$ cat src/sv/polyline_length_table_defines.svh
// ----------------------------------------------------------------------------
// Polyline length table assertion macros
// Shared assertion forms for the polyline length table modules.
// ----------------------------------------------------------------------------
`ifndef POLYLINE_LENGTH_TABLE_DEFINES_SVH
`define POLYLINE_LENGTH_TABLE_DEFINES_SVH

// Implication checked on every clock edge outside reset.
`define PLT_ASSERT_IMP(label, clk, rst, ante, cons, msg) \
   label: assert property (@(posedge clk) disable iff (rst) (ante) |-> (cons)) \
      else $error(msg);

// Next-cycle implication checked outside reset.
`define PLT_ASSERT_NEXT(label, clk, rst, ante, cons, msg) \
   label: assert property (@(posedge clk) disable iff (rst) (ante) |=> (cons)) \
      else $error(msg);

`endif

$ cat src/sv/plt_pkg.sv
// ----------------------------------------------------------------------------
// Polyline length table package
// Constants, types and command structures shared by the controller and datapath.
// ----------------------------------------------------------------------------
package plt_pkg;

   localparam int MaxPoints = 256;
   localparam int IdxW      = $clog2(MaxPoints);
   localparam int CntW      = IdxW + 1;
   localparam int CoordW    = 24;
   localparam int SegW      = 25;
   localparam int TotW      = 33;
   localparam int SqW       = 50;
   localparam int RootSteps = SqW / 2;

   typedef enum logic [3:0] {
      ST_IDLE,
      ST_SHIFT_RD,
      ST_SHIFT_WR,
      ST_PLACE,
      ST_SEG_START,
      ST_RD_A,
      ST_RD_B,
      ST_CAP_B,
      ST_DIFF,
      ST_SQ,
      ST_ROOT_INIT,
      ST_ROOT,
      ST_ACC,
      ST_RESULT
   } state_type;

   typedef struct packed {
      logic            load;      // capture input word
      logic            shift_rd;  // read entry idx (one below the shift target)
      logic            shift_wr;  // write read data to entry idx
      logic            place;     // write new vertex at idx
      logic            rd_vertex; // read vertex at idx
      logic            cap_a;     // capture read data as first vertex
      logic            cap_b;     // capture read data as second vertex
      logic            diff;
      logic            square;
      logic            root_start;
      logic            root_step;
      logic            acc;
      logic            clr_sum;
      logic            inc_count;
      logic            full;
      logic            publish;   // load the result word into the output register
      logic [IdxW-1:0] idx;
   } cmd_type;

   typedef struct packed {
      logic            root_done;
   } status_type;

endpackage

$ cat src/sv/plt_controller.sv
// ----------------------------------------------------------------------------
// Polyline length table controller
// Sequences the insert shift, the placement and the per-segment length pass.
// ----------------------------------------------------------------------------
`include "polyline_length_table_defines.svh"

module plt_controller (
   input  logic                          clock,
   input  logic                          reset,
   input  logic                          req_valid,
   output logic                          req_stall,
   input  logic [plt_pkg::IdxW:0]        req_insert_position,
   input  logic                          closed_mode,
   output logic                          rsp_valid,
   input  logic                          rsp_stall,
   output logic [plt_pkg::CntW-1:0]      count_out,
   output plt_pkg::cmd_type              cmd,
   input  plt_pkg::status_type           status
);

   plt_pkg::state_type          state_ff, state_in;
   logic [plt_pkg::CntW-1:0]    count_ff, pos_ff, idx_ff, nseg_ff, rsp_count_ff;
   logic [plt_pkg::CntW-1:0]    count_in, pos_in, idx_in, nseg_in, rsp_count_in;
   logic                        rsp_valid_ff, rsp_valid_in;
   logic                        accept, full_now;
   logic [plt_pkg::CntW-1:0]    next_idx;

   assign accept   = req_valid && !req_stall;
   assign full_now = count_ff >= plt_pkg::CntW'(plt_pkg::MaxPoints);
   assign next_idx = (idx_ff + 1'b1 < count_ff) ? idx_ff + 1'b1 : '0;

   always_ff @(posedge clock) begin
      if (reset) begin
         state_ff     <= plt_pkg::ST_IDLE;
         count_ff     <= '0;
         rsp_valid_ff <= 1'b0;
      end else begin
         state_ff     <= state_in;
         count_ff     <= count_in;
         rsp_valid_ff <= rsp_valid_in;
      end
      pos_ff       <= pos_in;
      idx_ff       <= idx_in;
      nseg_ff      <= nseg_in;
      rsp_count_ff <= rsp_count_in;
   end

   // Next state and counters.
   always_comb begin
      state_in     = state_ff;
      count_in     = count_ff;
      pos_in       = pos_ff;
      idx_in       = idx_ff;
      nseg_in      = nseg_ff;
      rsp_count_in = rsp_count_ff;
      rsp_valid_in = rsp_valid_ff && rsp_stall;
      unique case (state_ff)
         plt_pkg::ST_IDLE: begin
            if (accept) begin
               pos_in = (req_insert_position > count_ff) ? count_ff : req_insert_position;
               idx_in = count_ff;
               state_in = full_now ? plt_pkg::ST_SEG_START : plt_pkg::ST_SHIFT_RD;
            end
         end
         plt_pkg::ST_SHIFT_RD: begin
            state_in = (idx_ff > pos_ff) ? plt_pkg::ST_SHIFT_WR : plt_pkg::ST_PLACE;
         end
         plt_pkg::ST_SHIFT_WR: begin
            idx_in   = idx_ff - 1'b1;
            state_in = plt_pkg::ST_SHIFT_RD;
         end
         plt_pkg::ST_PLACE: begin
            count_in = count_ff + 1'b1;
            state_in = plt_pkg::ST_SEG_START;
         end
         plt_pkg::ST_SEG_START: begin
            idx_in  = '0;
            nseg_in = closed_mode ? count_ff : count_ff - 1'b1;
            state_in = (count_ff == '0 || (!closed_mode && count_ff == plt_pkg::CntW'(1)))
                       ? plt_pkg::ST_RESULT : plt_pkg::ST_RD_A;
         end
         plt_pkg::ST_RD_A:      state_in = plt_pkg::ST_RD_B;
         plt_pkg::ST_RD_B:      state_in = plt_pkg::ST_CAP_B;
         plt_pkg::ST_CAP_B:     state_in = plt_pkg::ST_DIFF;
         plt_pkg::ST_DIFF:      state_in = plt_pkg::ST_SQ;
         plt_pkg::ST_SQ:        state_in = plt_pkg::ST_ROOT_INIT;
         plt_pkg::ST_ROOT_INIT: state_in = plt_pkg::ST_ROOT;
         plt_pkg::ST_ROOT: begin
            if (status.root_done) state_in = plt_pkg::ST_ACC;
         end
         plt_pkg::ST_ACC: begin
            idx_in   = idx_ff + 1'b1;
            state_in = (idx_ff + 1'b1 >= nseg_ff) ? plt_pkg::ST_RESULT : plt_pkg::ST_RD_A;
         end
         plt_pkg::ST_RESULT: begin
            if (!rsp_valid_ff || !rsp_stall) begin
               rsp_valid_in = 1'b1;
               rsp_count_in = count_ff;
               state_in     = plt_pkg::ST_IDLE;
            end
         end
         default: state_in = plt_pkg::ST_IDLE;
      endcase
   end

   // Datapath commands.
   always_comb begin
      cmd       = '0;
      cmd.idx   = idx_ff[plt_pkg::IdxW-1:0];
      cmd.full  = full_now;
      unique case (state_ff)
         plt_pkg::ST_IDLE:      begin
            cmd.load    = accept;
            cmd.clr_sum = accept;
         end
         plt_pkg::ST_SHIFT_RD:  begin
            cmd.shift_rd = 1'b1;
            cmd.idx      = plt_pkg::IdxW'(idx_ff - 1'b1);
         end
         plt_pkg::ST_SHIFT_WR:  cmd.shift_wr = 1'b1;
         plt_pkg::ST_PLACE:     begin
            cmd.place = 1'b1;
            cmd.idx   = pos_ff[plt_pkg::IdxW-1:0];
         end
         plt_pkg::ST_SEG_START: ;
         plt_pkg::ST_RD_A:      cmd.rd_vertex = 1'b1;
         plt_pkg::ST_RD_B:      begin
            cmd.cap_a     = 1'b1;
            cmd.rd_vertex = 1'b1;
            cmd.idx       = next_idx[plt_pkg::IdxW-1:0];
         end
         plt_pkg::ST_CAP_B:     cmd.cap_b = 1'b1;
         plt_pkg::ST_DIFF:      cmd.diff = 1'b1;
         plt_pkg::ST_SQ:        cmd.square = 1'b1;
         plt_pkg::ST_ROOT_INIT: cmd.root_start = 1'b1;
         plt_pkg::ST_ROOT:      cmd.root_step = !status.root_done;
         plt_pkg::ST_ACC:       cmd.acc = 1'b1;
         plt_pkg::ST_RESULT:    cmd.publish = !rsp_valid_ff || !rsp_stall;
         default:               ;
      endcase
   end

   assign req_stall = (state_ff != plt_pkg::ST_IDLE);
   assign rsp_valid = rsp_valid_ff;
   assign count_out = rsp_count_ff;

   `PLT_ASSERT_IMP(a_count_bound, clock, reset, 1'b1,
      count_ff <= plt_pkg::CntW'(plt_pkg::MaxPoints), "vertex count beyond table size")
   `PLT_ASSERT_NEXT(a_full_no_grow, clock, reset, accept && full_now,
      $stable(count_ff), "full table grew")
   `PLT_ASSERT_IMP(a_shift_range, clock, reset, state_ff == plt_pkg::ST_SHIFT_WR,
      idx_ff > pos_ff && idx_ff != '0, "shift beyond insert point")

endmodule

$ cat config.mk
export PLATFORM = sky130hd
export DESIGN_NAME = plt_controller
export DESIGN_NICKNAME = d
export VERILOG_FILES = /design/src/sv/plt_pkg.sv /design/src/sv/plt_controller.sv
export VERILOG_INCLUDE_DIRS = /design/src /design/src/sv
export SDC_FILE = /design/constraint.sdc
export NUM_CORES = 1
export LEC_CHECK = 0
export BUFFER_PORTS_ARGS = -buffer_cell sky130_fd_sc_hd__buf_2
export CORE_UTILIZATION = 45
export DETAILED_ROUTE_END_ITERATION = 8
export HOLD_SLACK_MARGIN = 0.02
export SLEW_MARGIN = 5
export SYNTH_ARGS = -nofsm -noshare
export SYNTH_HDL_FRONTEND = slang
export SYNTH_SLANG_ARGS = --single-unit
$ cat constraint.sdc
create_clock -name clock -period 7.9 [get_ports clock]
set_input_delay 1.58 -clock clock [delete_from_list [all_inputs] [get_ports clock]]
set_output_delay 1.58 -clock clock [all_outputs]
set_load 0.01 [all_outputs]
Yosys cells after proc, flatten, opt, wreduce, memory -nomap -nowiden --
Index checks and enable logic that the tools add are counted.
Word-level totals: output and inout port bits 35, register bits 50, logic and storage cells 81, input bits 15
Operators by class: add/subtract/negate cells 4, reduce and logical (&&, ||, !) cells 19, eq/ne operators 17, magnitude comparators 5, multiplexer cells 29
Operator list (number):
- $pmux W4 S14 | 1
- $pmux W9 S4 | 1
- $mux W9 | 3
- $eq A4 B4 Y1 const B | 6
- $pmux W8 S3 | 1
- $mux W4 | 5
- $add A9 B1 Y9 const B | 2
- $gt A9 B9 Y1 | 2
- $sub A9 B1 Y9 const B | 2
- $eq A4 B3 Y1 const B | 4
- $mux W1 | 16
- $eq A9 B1 Y1 const B | 1
- $ge A9 B9 Y1 | 1
- $ge A9 B9 Y1 const B | 1
- $logic_not A9 Y1 | 1
- $lt A9 B9 Y1 | 1
- $eq A4 B2 Y1 const B | 2
- $mux W8 | 1
- $reduce_bool A4 Y1 | 2
- $ne A2 B2 Y1 const B | 3
- $reduce_and A2 Y1 | 3
- $logic_not A1 Y1 | 5
- $eq A4 B1 Y1 const B | 1
- $logic_not A4 Y1 | 1
- 5 further kinds | 8

Depth between registers and ports, before layout --
word-level depth 5, depth in mapped cells 11, mapped depth without buffers 10

Least setup slack after synthesis --
OpenSTA, ideal clock, no wires.
path kind reg-to-output, from register idx_ff[3] (netlist bit), to output port cmd[0] (netlist bit), data required time 6.320 ns, path buffers 1, data arrival time 2.472 ns, setup slack 3.848 ns, stages on the path, launching flop included 12, path through edfxtp_1 clkbuf_1 nand4_1 nor2_1 xnor2_1 inv_1 ha_1 a21oi_1 nand2_1 o21ai_0 nand3_1 o31ai_1
RTL lines:
- start, declared | RTL line plt_controller.sv:22 | logic [plt_pkg::CntW-1:0] count_ff, pos_ff, idx_ff, nseg_ff, rsp_count_ff;
- start signal, assigned | RTL line plt_controller.sv:43 | idx_ff <= idx_in;
- end, declared | RTL line plt_controller.sv:17 | output plt_pkg::cmd_type cmd,

==> results.json <==
{
  "status": "finished, final reports clean",
  "mostFrequentLayoutCells": "48 x buf_2, 40 x ha_1, 39 x inv_1",
  "synth_area_leader_cell": "edfxtp_1",
  "cts_sinks": 50,
  "skew_ps": 12.5,
  "die_h_um": 93.4,
  "p_clk_frac": 0.134,
  "route.detailed.drc": 0,
  "cts_buffer_depth": 2,
  "grt_max_degree": 22,
  "yosysWarnings": 0,
  "dp_hpwl_mm": 7.56,
  "drive_gt1_frac": 0.167,
  "comb_power_share": 0.492,
  "grt_pass1_wl_mm": 16.1,
  "area_growth_pct": 8.91,
  "setup_viol": 0,
  "ys_ff_latch": 50,
  "start_util": 0.477,
  "layout_commonest_cell": "buf_2",
  "powerDensity_nw_per_um2": 289,
  "cp_max_fo": 13,
  "clk_pin_slew_worst_paths_ps": 100,
  "coreArea_um2": 7890,
  "cts_root_buffer": "clkbuf_8",
  "diodes": 0,
  "grt_pass1_vias": 2915,
  "ctsHoldBuffers": 0,
  "utilization": 0.520,
  "die_area_um2": 8730,
  "critPathCaptureType": "output pin",
  "power_mw": 1.18,
  "grt_use_total": 0.244,
  "place_area_um2": 4010,
  "final_max_slew_viol_count": 0,
  "gp_congestion": 0.901,
  "start_kind": "register",
  "wl_per_cell_um": 18.7,
  "irDropWorstVdd_uv": 128,
  "ant_nets": 0,
  "synthCells": 408,
  "cts_buffers": 5,
  "synthesis.nets": 463,
  "grt-ovfl-total": 0,
  "intPower_mw": 0.646,
  "hold_class": "register to register",
  "min_period_ps": 4990,
  "clk_latency_ps": 320,
  "worstPathArrival_ps": 3410,
  "synthTopCellsByArea": "edfxtp_1 29%, ha_1 13%, dfxtp_1 7.4%",
  "startpoint": "idx_ff[2]",
  "rsz0062_at_grt": "no",
  "rr_startpoint": "count_ff[4]",
  "fin_nets": 492,
  "io_pins": 50,
  "layout.cell_area.non_filler_um2": 4100,
  "drv_cap": 0,
  "cp.required_ps": 6320,
  "synth_edf_count": 36,
  "synthArstFlopShare": 0,
  "fin_crit_sh": 0.632,
  "synth_area_um2": 3760,
  "ys_seq_area_frac": 0.362,
  "slew_headroom": 0.340,
  "synth-main-ff-cell": "edfxtp_1",
  "tns_ps": 0,
  "drtIter0Drc": 149,
  "syn_avg_cell_area_um2": 9.22,
  "antenna_found_initial": 0,
  "h-tree-depth": 2,
  "synth.top_cell.area_share": 0.287,
  "fmax_mhz": 200,
  "cts_setup_buffers": 0,
  "crit_type": "register to output pin",
  "postCtsResizedCells": 0,
  "min_from": "rsp_valid",
  "p_sw_mw": 0.538,
  "dr.pass1.iters": 4,
  "ys_types": 59,
  "io_buffers": 48,
  "viasPerCell": 5.89,
  "dieWidth_um": 93.4,
  "tightest_slew_ps": 989,
  "rows": 32,
  "final_hold_viol_count": 0,
  "totalWireLength_mm": 10.1,
  "cts_tree": "done",
  "vias": 3181,
  "p_seq_frac": 0.374,
  "sw_frac_of_total": 0.454,
  "fillCellCount": 760,
  "leakage_nw": 1.68
}
[critical path, cell delays in order, from the launching register on]
cell	delay (ps)
edfxtp_1	640
nand3_1	270
nor2_1	180
xnor2_1	200
inv_1	100
ha_1	320
a21oi_1	160
nand2_1	60
o21ai_0	310
nand3_1	370
o31ai_1	310
buf_2	180
[state kept, by name, indices dropped and copies added (netlist names)]
signal and flops:
count_out 9, state_ff 4, rsp_valid 1, idx_ff 9
nseg_ff 9, pos_ff 9, count_ff 9
[cells by family (layout without fill, tap and decap cells)]
family,after synthesis,in the layout,synth area share
AND/OR/NAND/NOR,121,121,0.168
AO/OA/AOI/OAI,87,87,0.160
buffers and inverters,69,99,0.0762
flip-flops,50,50,0.362
adder cells (fa/ha/maj),40,40,0.133
XOR/XNOR,27,27,0.0629
multiplexers,13,13,0.0372
other,1,1,0.000997
[layout make-up]
| class | count | area [um^2] | area share |
|---|---|---|---|
| Inverter | 42 | 158 | 0.0385 |
| Timing Repair Buffer | 49 | 248 | 0.0605 |
| Tap cell | 102 | 128 | 0.0311 |
| Clock buffer | 5 | 68.8 | 0.0168 |
| Multi-Input combinational cell | 289 | 2110 | 0.516 |
| Clock inverter | 3 | 20.0 | 0.00489 |
| Sequential cell | 50 | 1360 | 0.332 |
[Yosys cell counts, types with 5 or more instances]
master and number:
nor4_1 6, nand2b_1 5, nand4_1 7, xor2_1 9
o211ai_1 6, ha_1 40, nor2_1 30, nor3_1 12
mux2_2 8, dfxtp_1 14, inv_1 39, xnor2_1 18
buf_2 9, o21ai_0 15, mux2i_1 5, nand3_1 15
o221ai_1 5, nand2_1 23, or3_1 6, edfxtp_1 36
a21oi_1 17, clkbuf_1 11, a22oi_1 10
[power groups by stage]
stage	sequential [mW]	combinational, mW	clock (mW)
6_report	0.442	0.583	0.159
5_1_grt	0.453	0.655	0.170
4_1_cts	0.439	0.579	0.163
3_3_place_gp	0.443	0.567	0
3_5_place_dp	0.446	0.573	0
2_1_floorplan	0.378	0.472	0
[worst paths after layout]
path,end,slack [ps],cells past startpoint
min,rsp_valid,570,2
max reg2reg,pos_ff[1],4990,7
max,cmd[0],2910,11
min reg2reg,rsp_valid,570,2
[metal layers]
metal | GRT usage | share of wire | up-vias
met5 | 0 | 0 | -
met4 | 0.0654 | 0.019 | 0
met3 | 0.0325 | 0.051 | 12
met2 | 0.400 | 0.47 | 114
met1 | 0.336 | 0.46 | 1513
li1 | - | - | 1542
[metrics by stage]
step,hold slack (ps),cells,worst slack (ps)
after floorplan,403,408,3850
after global placement,550,532,3460
after detailed placement,560,532,3350
after CTS,574,540,2980
after global routing,615,540,2570
final,568,540,2910
No activity file was read; power rests on OpenSTA's default activity.
